**src/fwpsc_pkg.sv**
```systemverilog
// shared types and constants for the four wheel pi speed controller
// holds field widths, register map, microcode control word and the program rom
// no dependencies
package fwpsc_pkg;

  localparam int WHEELS      = 4;
  localparam int WHEEL_IDX_W = (WHEELS > 1) ? $clog2(WHEELS) : 1;
  localparam int SPEED_BITS  = 16;
  localparam int INTEG_BITS  = 48;

  // datapath widths
  localparam int ERR_W   = SPEED_BITS + 8;
  localparam int INC_W   = ERR_W + 16;
  localparam int MUL_A_W = 32;
  localparam int MUL_B_W = 24;
  localparam int PROD_W  = MUL_A_W + MUL_B_W;
  localparam int PTERM_W = ERR_W + 24;
  localparam int Q_W     = PROD_W;
  localparam int V_W     = Q_W + 2;
  localparam int VMAG_W  = 32;
  localparam int DRIVE_W = 16;
  localparam int DRIVE_MAX = 25600;

  // register map
  localparam int ADDR_W    = 5;
  localparam int REG_IDX_W = 3;
  localparam logic [REG_IDX_W-1:0] REG_PROP_GAIN  = 3'd0;
  localparam logic [REG_IDX_W-1:0] REG_INTEG_GAIN = 3'd1;
  localparam logic [REG_IDX_W-1:0] REG_GEAR_RATIO = 3'd2;
  localparam logic [REG_IDX_W-1:0] REG_STEP_TIME  = 3'd3;
  localparam logic [REG_IDX_W-1:0] REG_VOLT_LIMIT = 3'd4;
  localparam logic [REG_IDX_W-1:0] REG_OUT_SCALE  = 3'd5;

  localparam logic [23:0] PROP_GAIN_RST  = 24'd53646;
  localparam logic [23:0] INTEG_GAIN_RST = 24'd11301496;
  localparam logic [7:0]  GEAR_RATIO_RST = 8'd19;
  localparam logic [15:0] STEP_TIME_RST  = 16'd655;
  localparam logic [23:0] VOLT_LIMIT_RST = 24'd1415578;
  localparam logic [23:0] OUT_SCALE_RST  = 24'd303407;

  // microcode
  localparam int PC_W = 4;

  typedef enum logic [2:0] {
    A_DIFF, A_ERR, A_HI, A_LO, A_VMAG
  } a_sel_t;

  typedef enum logic [2:0] {
    B_GEAR, B_STEP, B_PROP, B_INTEG, B_OSCALE
  } b_sel_t;

  typedef enum logic [3:0] {
    OP_NONE, OP_DIFF, OP_ERR, OP_INTEG, OP_AMAG, OP_PTERM,
    OP_QHI, OP_QLO, OP_SUM, OP_CLAMP, OP_DRIVE
  } op_t;

  typedef enum logic [1:0] {
    SEQ_NEXT, SEQ_WHEEL, SEQ_FINISH
  } seq_t;

  typedef struct packed {
    logic   mul_en;
    a_sel_t a_sel;
    b_sel_t b_sel;
    op_t    op;
    seq_t   seq;
  } ctrl_t;

  // per wheel program; the shared multiplier result is registered in prod before a later step reads it
  function automatic ctrl_t ucode(input logic [PC_W-1:0] pc);
    ctrl_t c;
    c = '{mul_en: 1'b0, a_sel: A_DIFF, b_sel: B_GEAR, op: OP_NONE, seq: SEQ_NEXT};
    unique case (pc)
      4'd0:  c.op = OP_DIFF;
      4'd1:  begin c.mul_en = 1'b1; c.a_sel = A_DIFF; c.b_sel = B_GEAR; end
      4'd2:  c.op = OP_ERR;
      4'd3:  begin c.mul_en = 1'b1; c.a_sel = A_ERR; c.b_sel = B_STEP; end
      4'd4:  c.op = OP_INTEG;
      4'd5:  begin
        c.mul_en = 1'b1; c.a_sel = A_ERR; c.b_sel = B_PROP; c.op = OP_AMAG;
      end
      4'd6:  begin
        c.mul_en = 1'b1; c.a_sel = A_HI; c.b_sel = B_INTEG; c.op = OP_PTERM;
      end
      4'd7:  begin
        c.mul_en = 1'b1; c.a_sel = A_LO; c.b_sel = B_INTEG; c.op = OP_QHI;
      end
      4'd8:  c.op = OP_QLO;
      4'd9:  c.op = OP_SUM;
      4'd10: c.op = OP_CLAMP;
      4'd11: begin c.mul_en = 1'b1; c.a_sel = A_VMAG; c.b_sel = B_OSCALE; end
      4'd12: begin c.op = OP_DRIVE; c.seq = SEQ_WHEEL; end
      4'd13: c.seq = SEQ_FINISH;
      default: c.seq = SEQ_FINISH;
    endcase
    return c;
  endfunction

endpackage

```
**src/four_wheel_pi_speed_control.sv**
```systemverilog
// four wheel pi speed controller: microcoded sequencer over one shared 32x24 multiplier
// each request runs 13 program steps per wheel over 4 wheels, then one finish step; a new
// request is not taken until the finish step, as the shared multiplier is sequenced by
// the per wheel program; a finished result may wait in the output register
// synchronous active low reset clears integrators, control and loads register defaults
// depends on fwpsc_pkg
module four_wheel_pi_speed_control
  import fwpsc_pkg::*;
(
  input  logic                         clk,
  input  logic                         rst_n,
  input  logic                         psel,
  input  logic                         penable,
  input  logic                         pwrite,
  input  logic [ADDR_W-1:0]            paddr,
  input  logic [31:0]                  pwdata,
  output logic [31:0]                  prdata,
  output logic                         pready,
  input  logic                         in_valid,
  output logic                         in_stall,
  input  logic signed [SPEED_BITS-1:0] in_ref_speed_a,
  input  logic signed [SPEED_BITS-1:0] in_ref_speed_b,
  input  logic signed [SPEED_BITS-1:0] in_ref_speed_c,
  input  logic signed [SPEED_BITS-1:0] in_ref_speed_d,
  input  logic signed [SPEED_BITS-1:0] in_meas_speed_a,
  input  logic signed [SPEED_BITS-1:0] in_meas_speed_b,
  input  logic signed [SPEED_BITS-1:0] in_meas_speed_c,
  input  logic signed [SPEED_BITS-1:0] in_meas_speed_d,
  output logic                         out_valid,
  input  logic                         out_stall,
  output logic signed [DRIVE_W-1:0]    out_drive_a,
  output logic signed [DRIVE_W-1:0]    out_drive_b,
  output logic signed [DRIVE_W-1:0]    out_drive_c,
  output logic signed [DRIVE_W-1:0]    out_drive_d
);

  // configuration registers
  logic [23:0] prop_gain_r, integ_gain_r, volt_limit_r, out_scale_r;
  logic [7:0]  gear_ratio_r;
  logic [15:0] step_time_r;

  // control
  logic                   busy_r, out_valid_r;
  logic [PC_W-1:0]        pc_r;
  logic [WHEEL_IDX_W-1:0] wheel_r;
  ctrl_t                  ctrl;
  logic                   in_take, cfg_wr, fin_go;

  // datapath
  logic [SPEED_BITS-1:0] ref_r  [WHEELS];
  logic [SPEED_BITS-1:0] meas_r [WHEELS];
  logic [INTEG_BITS-1:0] integ_r [WHEELS];
  logic [DRIVE_W-1:0]    drive_r [WHEELS];
  logic [DRIVE_W-1:0]    out_drive_r [WHEELS];
  logic [PROD_W-1:0]     prod_r;
  logic [SPEED_BITS-1:0] diff_mag_r;
  logic                  diff_neg_r;
  logic [ERR_W-1:0]      err_mag_r;
  logic                  err_neg_r;
  logic [INTEG_BITS-1:0] acc_mag_r;
  logic                  acc_neg_r;
  logic [PTERM_W:0]      p_r;
  logic [Q_W-1:0]        q_r;
  logic [V_W-1:0]        v_r;
  logic [VMAG_W-1:0]     vmag_r;
  logic                  vneg_r;

  logic [MUL_A_W-1:0]    mul_a;
  logic [MUL_B_W-1:0]    mul_b;
  logic [PROD_W-1:0]     prod_nxt;
  logic [SPEED_BITS-1:0] cur_ref, cur_meas;
  logic [INTEG_BITS-1:0] cur_integ;
  logic [SPEED_BITS:0]   diff_s, diff_abs;
  logic [INC_W:0]        inc_s;
  logic [INTEG_BITS:0]   acc_sum;
  logic [INTEG_BITS-1:0] acc_sat, acc_abs;
  logic [PTERM_W:0]      p_signed;
  logic [Q_W-1:0]        q_add;
  logic [V_W-1:0]        p_ext, q_ext, v_sum, lim_ext, v_abs;
  logic                  v_gt, v_lt;
  logic [PROD_W:0]       rnd;
  logic [PROD_W-32:0]    dmag;
  logic [DRIVE_W-1:0]    dsat, drive_val;

  assign pready    = 1'b1;
  assign in_stall  = busy_r;
  assign out_valid = out_valid_r;
  assign in_take   = in_valid && !busy_r;
  assign cfg_wr    = psel && penable && pwrite;
  assign ctrl      = ucode(pc_r);
  assign fin_go    = busy_r && (ctrl.seq == SEQ_FINISH) && (!out_valid_r || !out_stall);

  assign out_drive_a = out_drive_r[0];
  assign out_drive_b = out_drive_r[1];
  assign out_drive_c = out_drive_r[2];
  assign out_drive_d = out_drive_r[3];

  // config read
  always_comb begin
    unique case (paddr[ADDR_W-1:2])
      REG_PROP_GAIN:  prdata = {8'd0, prop_gain_r};
      REG_INTEG_GAIN: prdata = {8'd0, integ_gain_r};
      REG_GEAR_RATIO: prdata = {24'd0, gear_ratio_r};
      REG_STEP_TIME:  prdata = {16'd0, step_time_r};
      REG_VOLT_LIMIT: prdata = {8'd0, volt_limit_r};
      REG_OUT_SCALE:  prdata = {8'd0, out_scale_r};
      default:        prdata = 32'd0;
    endcase
  end

  // shared multiplier operands
  always_comb begin
    unique case (ctrl.a_sel)
      A_DIFF:  mul_a = {{(MUL_A_W-SPEED_BITS){1'b0}}, diff_mag_r};
      A_ERR:   mul_a = {{(MUL_A_W-ERR_W){1'b0}}, err_mag_r};
      A_HI:    mul_a = acc_mag_r[INTEG_BITS-1:16];
      A_LO:    mul_a = {{(MUL_A_W-16){1'b0}}, acc_mag_r[15:0]};
      A_VMAG:  mul_a = vmag_r;
      default: mul_a = '0;
    endcase
    unique case (ctrl.b_sel)
      B_GEAR:   mul_b = {16'd0, gear_ratio_r};
      B_STEP:   mul_b = {8'd0, step_time_r};
      B_PROP:   mul_b = prop_gain_r;
      B_INTEG:  mul_b = integ_gain_r;
      B_OSCALE: mul_b = out_scale_r;
      default:  mul_b = '0;
    endcase
    prod_nxt = mul_a * mul_b;
  end

  // step datapath
  always_comb begin
    cur_ref   = ref_r[wheel_r];
    cur_meas  = meas_r[wheel_r];
    cur_integ = integ_r[wheel_r];

    diff_s   = {cur_ref[SPEED_BITS-1], cur_ref} - {cur_meas[SPEED_BITS-1], cur_meas};
    diff_abs = diff_s[SPEED_BITS] ? ((SPEED_BITS+1)'(0) - diff_s) : diff_s;

    // integrator increment carries the error sign
    inc_s   = err_neg_r ? ((INC_W+1)'(0) - {1'b0, prod_r[INC_W-1:0]})
                        : {1'b0, prod_r[INC_W-1:0]};
    acc_sum = {cur_integ[INTEG_BITS-1], cur_integ}
            + {{(INTEG_BITS-INC_W){inc_s[INC_W]}}, inc_s};
    if (acc_sum[INTEG_BITS] != acc_sum[INTEG_BITS-1])
      acc_sat = acc_sum[INTEG_BITS] ? {1'b1, {(INTEG_BITS-1){1'b0}}}
                                    : {1'b0, {(INTEG_BITS-1){1'b1}}};
    else
      acc_sat = acc_sum[INTEG_BITS-1:0];
    acc_abs = cur_integ[INTEG_BITS-1] ? (INTEG_BITS'(0) - cur_integ) : cur_integ;

    p_signed = err_neg_r ? ((PTERM_W+1)'(0) - {1'b0, prod_r[PTERM_W-1:0]})
                         : {1'b0, prod_r[PTERM_W-1:0]};
    q_add    = q_r + {16'd0, prod_r[PROD_W-1:16]};

    p_ext = {{(V_W-PTERM_W-1){p_r[PTERM_W]}}, p_r};
    q_ext = {2'b00, q_r};
    v_sum = acc_neg_r ? (p_ext - q_ext) : (p_ext + q_ext);

    // symmetric clamp on the voltage command
    lim_ext = {{(V_W-32){1'b0}}, volt_limit_r, 8'd0};
    v_abs   = v_r[V_W-1] ? (V_W'(0) - v_r) : v_r;
    v_gt    = !v_r[V_W-1] && (v_r > lim_ext);
    v_lt    = v_r[V_W-1] && (v_abs > lim_ext);

    // round half away from zero on the magnitude
    rnd       = {1'b0, prod_r} + ((PROD_W+1)'(1) << 31);
    dmag      = rnd[PROD_W:32];
    dsat      = (dmag > (PROD_W-31)'(DRIVE_MAX)) ? DRIVE_W'(DRIVE_MAX) : dmag[DRIVE_W-1:0];
    drive_val = vneg_r ? (DRIVE_W'(0) - dsat) : dsat;
  end

  // sequencer control
  always_ff @(posedge clk) begin
    if (!rst_n) begin
      busy_r      <= 1'b0;
      out_valid_r <= 1'b0;
      pc_r        <= '0;
      wheel_r     <= '0;
    end else begin
      if (fin_go)
        out_valid_r <= 1'b1;
      else if (out_valid_r && !out_stall)
        out_valid_r <= 1'b0;
      if (!busy_r) begin
        if (in_valid) begin
          busy_r  <= 1'b1;
          pc_r    <= '0;
          wheel_r <= '0;
        end
      end else begin
        unique case (ctrl.seq)
          SEQ_NEXT: pc_r <= pc_r + PC_W'(1);
          SEQ_WHEEL: begin
            if (wheel_r == WHEEL_IDX_W'(WHEELS-1)) begin
              pc_r <= pc_r + PC_W'(1);
            end else begin
              pc_r    <= '0;
              wheel_r <= wheel_r + WHEEL_IDX_W'(1);
            end
          end
          SEQ_FINISH: begin
            if (fin_go)
              busy_r <= 1'b0;
          end
          default: pc_r <= pc_r;
        endcase
      end
    end
  end

  // configuration and integrator state
  always_ff @(posedge clk) begin
    if (!rst_n) begin
      prop_gain_r  <= PROP_GAIN_RST;
      integ_gain_r <= INTEG_GAIN_RST;
      gear_ratio_r <= GEAR_RATIO_RST;
      step_time_r  <= STEP_TIME_RST;
      volt_limit_r <= VOLT_LIMIT_RST;
      out_scale_r  <= OUT_SCALE_RST;
      for (int w = 0; w < WHEELS; w++)
        integ_r[w] <= '0;
    end else begin
      if (cfg_wr) begin
        unique case (paddr[ADDR_W-1:2])
          REG_PROP_GAIN:  prop_gain_r  <= pwdata[23:0];
          REG_INTEG_GAIN: integ_gain_r <= pwdata[23:0];
          REG_GEAR_RATIO: gear_ratio_r <= pwdata[7:0];
          REG_STEP_TIME:  step_time_r  <= pwdata[15:0];
          REG_VOLT_LIMIT: volt_limit_r <= pwdata[23:0];
          REG_OUT_SCALE:  out_scale_r  <= pwdata[23:0];
          default: ;
        endcase
      end
      if (busy_r && ctrl.op == OP_INTEG)
        integ_r[wheel_r] <= acc_sat;
    end
  end

  // payload registers
  always_ff @(posedge clk) begin
    if (in_take) begin
      ref_r[0]  <= in_ref_speed_a;
      ref_r[1]  <= in_ref_speed_b;
      ref_r[2]  <= in_ref_speed_c;
      ref_r[3]  <= in_ref_speed_d;
      meas_r[0] <= in_meas_speed_a;
      meas_r[1] <= in_meas_speed_b;
      meas_r[2] <= in_meas_speed_c;
      meas_r[3] <= in_meas_speed_d;
    end
    if (busy_r && ctrl.mul_en)
      prod_r <= prod_nxt;
    if (busy_r) begin
      unique case (ctrl.op)
        OP_NONE: ;
        OP_DIFF: begin
          diff_mag_r <= diff_abs[SPEED_BITS-1:0];
          diff_neg_r <= diff_s[SPEED_BITS];
        end
        OP_ERR: begin
          err_mag_r <= prod_r[ERR_W-1:0];
          err_neg_r <= diff_neg_r && (|prod_r[ERR_W-1:0]);
        end
        OP_INTEG: ;
        OP_AMAG: begin
          acc_mag_r <= acc_abs;
          acc_neg_r <= cur_integ[INTEG_BITS-1];
        end
        OP_PTERM: p_r <= p_signed;
        OP_QHI:   q_r <= prod_r[Q_W-1:0];
        OP_QLO:   q_r <= q_add;
        OP_SUM:   v_r <= v_sum;
        OP_CLAMP: begin
          if (v_gt) begin
            vmag_r <= lim_ext[VMAG_W-1:0];
            vneg_r <= 1'b0;
          end else if (v_lt) begin
            vmag_r <= lim_ext[VMAG_W-1:0];
            vneg_r <= 1'b1;
          end else begin
            vmag_r <= v_abs[VMAG_W-1:0];
            vneg_r <= v_r[V_W-1];
          end
        end
        OP_DRIVE: drive_r[wheel_r] <= drive_val;
        default: ;
      endcase
    end
    if (fin_go) begin
      for (int w = 0; w < WHEELS; w++)
        out_drive_r[w] <= drive_r[w];
    end
  end

endmodule

```
**config.mk**
```make
export PLATFORM = sky130hd
export DESIGN_NAME = four_wheel_pi_speed_control
export DESIGN_NICKNAME = d
export VERILOG_FILES = /design/src/fwpsc_pkg.sv /design/src/four_wheel_pi_speed_control.sv
export SDC_FILE = /design/constraint.sdc
export NUM_CORES = 2
export LEC_CHECK = 0
export ABC_AREA = 1
export BUFFER_PORTS_ARGS = -buffer_cell sky130_fd_sc_hd__buf_2
export CAP_MARGIN = 0
export CORE_AREA = 2 2 369 444
export CTS_BUF_LIST = sky130_fd_sc_hd__clkbuf_16
export DETAILED_ROUTE_END_ITERATION = 7
export DIE_AREA = 0 0 371 446
export HOLD_SLACK_MARGIN = 0.12
export PLACE_DENSITY_LB_ADDON = 0.15
export SYNTH_ARGS = -nofsm -noshare
export SYNTH_HDL_FRONTEND = slang
export SYNTH_SLANG_ARGS = --single-unit
```
**constraint.sdc**
```tcl
create_clock -name clk -period 17.1 [get_ports clk]
set_input_delay 1.71 -clock clk [delete_from_list [all_inputs] [get_ports clk]]
set_output_delay 1.71 -clock clk [all_outputs]
set_load 0.005 [all_outputs]
```
==> results_dict.tcl <==
set metrics [dict create \
    status "finished, final reports clean" \
    place_hpwl_um 235000 \
    crit_arrival_ns 11.78 \
    grt_pass1_wl_um 437000 \
    die_h_um 446 \
    overflow 0 \
    grt_max_degree 93 \
    fillers 15300 \
    postRouteAntennaNets 0 \
    setup_viol 0 \
    avgViaCountPerCell 5.67 \
    cts_num_sinks 921 \
    ys_warn_count 0 \
    cap_violations 0 \
    fin_setup_tns_ns 0 \
    whs_path_depth 0 \
    fin_crit_sh_pct 66.3 \
    ys_seq_area_share_pct 33.0 \
    drtIter0Drc 6307 \
    vias 68400 \
    tightest_slew_ns 1.35 \
    dp_cells 11900 \
    antenna_found_initial 36 \
    grt_setup_unrepaired "no" \
    period_needed_ns 11.33 \
    post_cts_resized 0 \
    io_pins 271 \
    crit_slowest_cell "and3_1" \
    layoutNonFillerInstCount 12100 \
    dpl_cell_area_um2 83500 \
    drive_gt1_share_pct 6.89 \
    start_util_pct 49.5 \
    numCtsBuffers 100 \
    fp.dieW_um 371 \
    grt_usage_pct 36.1 \
    coreArea_um2 162000 \
    finish.instance_area_um2 86800 \
    synthFlopType "edfxtp_1" \
    wirelength_um 297000 \
    ys_types 69 \
    port_buffers 251 \
    yosys_register_bits 921 \
    netlist_area_um2 80000 \
    cts_tree "done" \
    wire_per_inst_um 24.7 \
    critical_path_class "register to register" \
    multi_input_area_um2 45700 \
    cts_hold_buf 0 \
    cp-end-kind "register" \
    max_freq_ghz 0.0883 \
    leakage_nw 40.4 \
    hold_path.class "register to register" \
    fin_worst_skew_ns 0.0926 \
    holdWs_ns 0.400 \
    cts_setup_buffers 0 \
    relSlewSlack_pct 9.74 \
    synth_edf_count 791 \
    slew_viol_final 0 \
    utilization_pct 53.7 \
    vdd_ir_drop_max_mv 0.106 \
    cts_root_buffer "clkbuf_16" \
    power_density_nw_per_um2 71.0 \
    cpPeakStageDelay_ns 0.96 \
    clkLatencyLatePin_ns 0.79 \
    cts_max_path_buffers 3 \
    fp-row-count 162 \
    die_area_um2 165000 \
    regArea_um2 26400 \
    synth_async_sr_flop_share_pct 0 \
    path_max_fanout 24 \
    grt_pass1_vias 68000 \
    first_pass_iters 6 \
    clk_pin_slew_ns 0.06 \
    syn2layout_area_growth_pct 8.54 \
    finalHoldViolCount 0 \
    crit_required_ns 17.55 \
    drcViolationCount 0 \
    htree_levels 3 \
    routabilityCongestion 1.03 \
    syn_inst 9689 \
    syn_area_per_cell_um2 8.25 \
    crit_path_start_kind "register" \
    num-nets-final 11100 \
    r2r_cells 31 \
]
[routing by layer]
metal | global-route usage (%) | part of all wire (%)
met1 | 42.1 | 36
met2 | 59.2 | 47
met3 | 7.50 | 8.1
met4 | 25.2 | 8.4
met5 | 0 | 0.075
[worst paths after layout]
check | from | endpoint | slack (ns)
setup / recovery | pc_r[0] | prod_r[54] | 5.77
hold / removal | drive_r[1][12] | out_drive_r[1][12] | 0.40
setup reg to reg | pc_r[0] | prod_r[54] | 5.77
hold reg to reg | drive_r[1][12] | out_drive_r[1][12] | 0.40
[synth_stat cells, types with 126 or more instances]
library cell  number  area [µm²]
a21oi_1          465        2330
clkbuf_1         178         668
dfxtp_1          130        2600
edfxtp_1         791       23800
fa_1             662       13300
ha_1             407        5090
inv_1           1746        6550
nand2_1         2087        7830
nand3_1          334        1670
nor2_1          1097        4120
o21ai_0          446        2230
xnor2_1          126        1100
xor2_1           267        2340
[sequential cells by signal (all words and copies together) (netlist names), 4 cells and up, named ones only]
name          count
integ_r         192
drive_r          64
meas_r           64
out_drive_r      64
ref_r            64
v_r              58
prod_r           56
q_r              56
p_r              49
acc_mag_r        48
vmag_r           32
err_mag_r        24
integ_gain_r     24
out_scale_r      24
prop_gain_r      24
volt_limit_r     24
diff_mag_r       16
step_time_r      16
gear_ratio_r      8
pc_r              4
[power breakdown]
part / internal [mW] / leakage (nW) / switching, mW / total [mW]
Clock: 1.21 / 1.66 / 0.993 / 2.20
Combinational: 0.431 / 30.2 / 0.931 / 1.36
Sequential: 2.54 / 8.55 / 0.0516 / 2.59
Total: 4.18 / 40.4 / 1.98 / 6.16
[metrics by stage]
stage,setup WS (ns),power [mW]
6_report,5.77,6.16
5_1_grt,5.49,6.41
4_1_cts,6.02,6.16
3_5_place_dp,6.11,3.94
3_3_place_gp,6.08,3.95
2_1_floorplan,9.10,3.49
[cells in the final DEF, fill, tap and decap left out, types with 250 or more instances in the layout]
cell type	n
nand2_1	2082
inv_1	1759
nor2_1	1084
edfxtp_1	791
fa_1	662
a21oi_1	465
o21ai_0	444
ha_1	407
nand3_1	331
xor2_1	267
buf_2	250
[critical path, delay by kind of cell (launching register included)]
| family | cells | cell delay [ns] |
|---|---|---|
| XOR/XNOR | 1 | 0.08 |
| AO/OA/AOI/OAI | 4 | 1.78 |
| buffers and inverters | 8 | 1.71 |
| flip-flops | 1 | 0.37 |
| AND/OR/NAND/NOR | 9 | 2.52 |
| adder cells (fa/ha/maj) | 9 | 4.50 |
[cell families after synthesis]
logic type	share of synthesized area, %
and+or+nand+nor	19.9
other	0.00939
adders and majority gates	22.9
AOI/OAI and AO/OA	9.74
DFF	33.0
buffers and inverters	10.2
xor gates and xnor gates	4.30
[area by class of cell]
class | count | area share (%)
clock buffers | 101 | 2.91
well taps | 2132 | 3.07
repair buffers | 354 | 2.34
multi-input cells | 6665 | 52.6
flip-flops and latches | 921 | 30.4
clock inverters | 80 | 0.917
inverters | 1784 | 7.72
diodes | 17 | 0.0490
(Power assumes the default switching activity.)
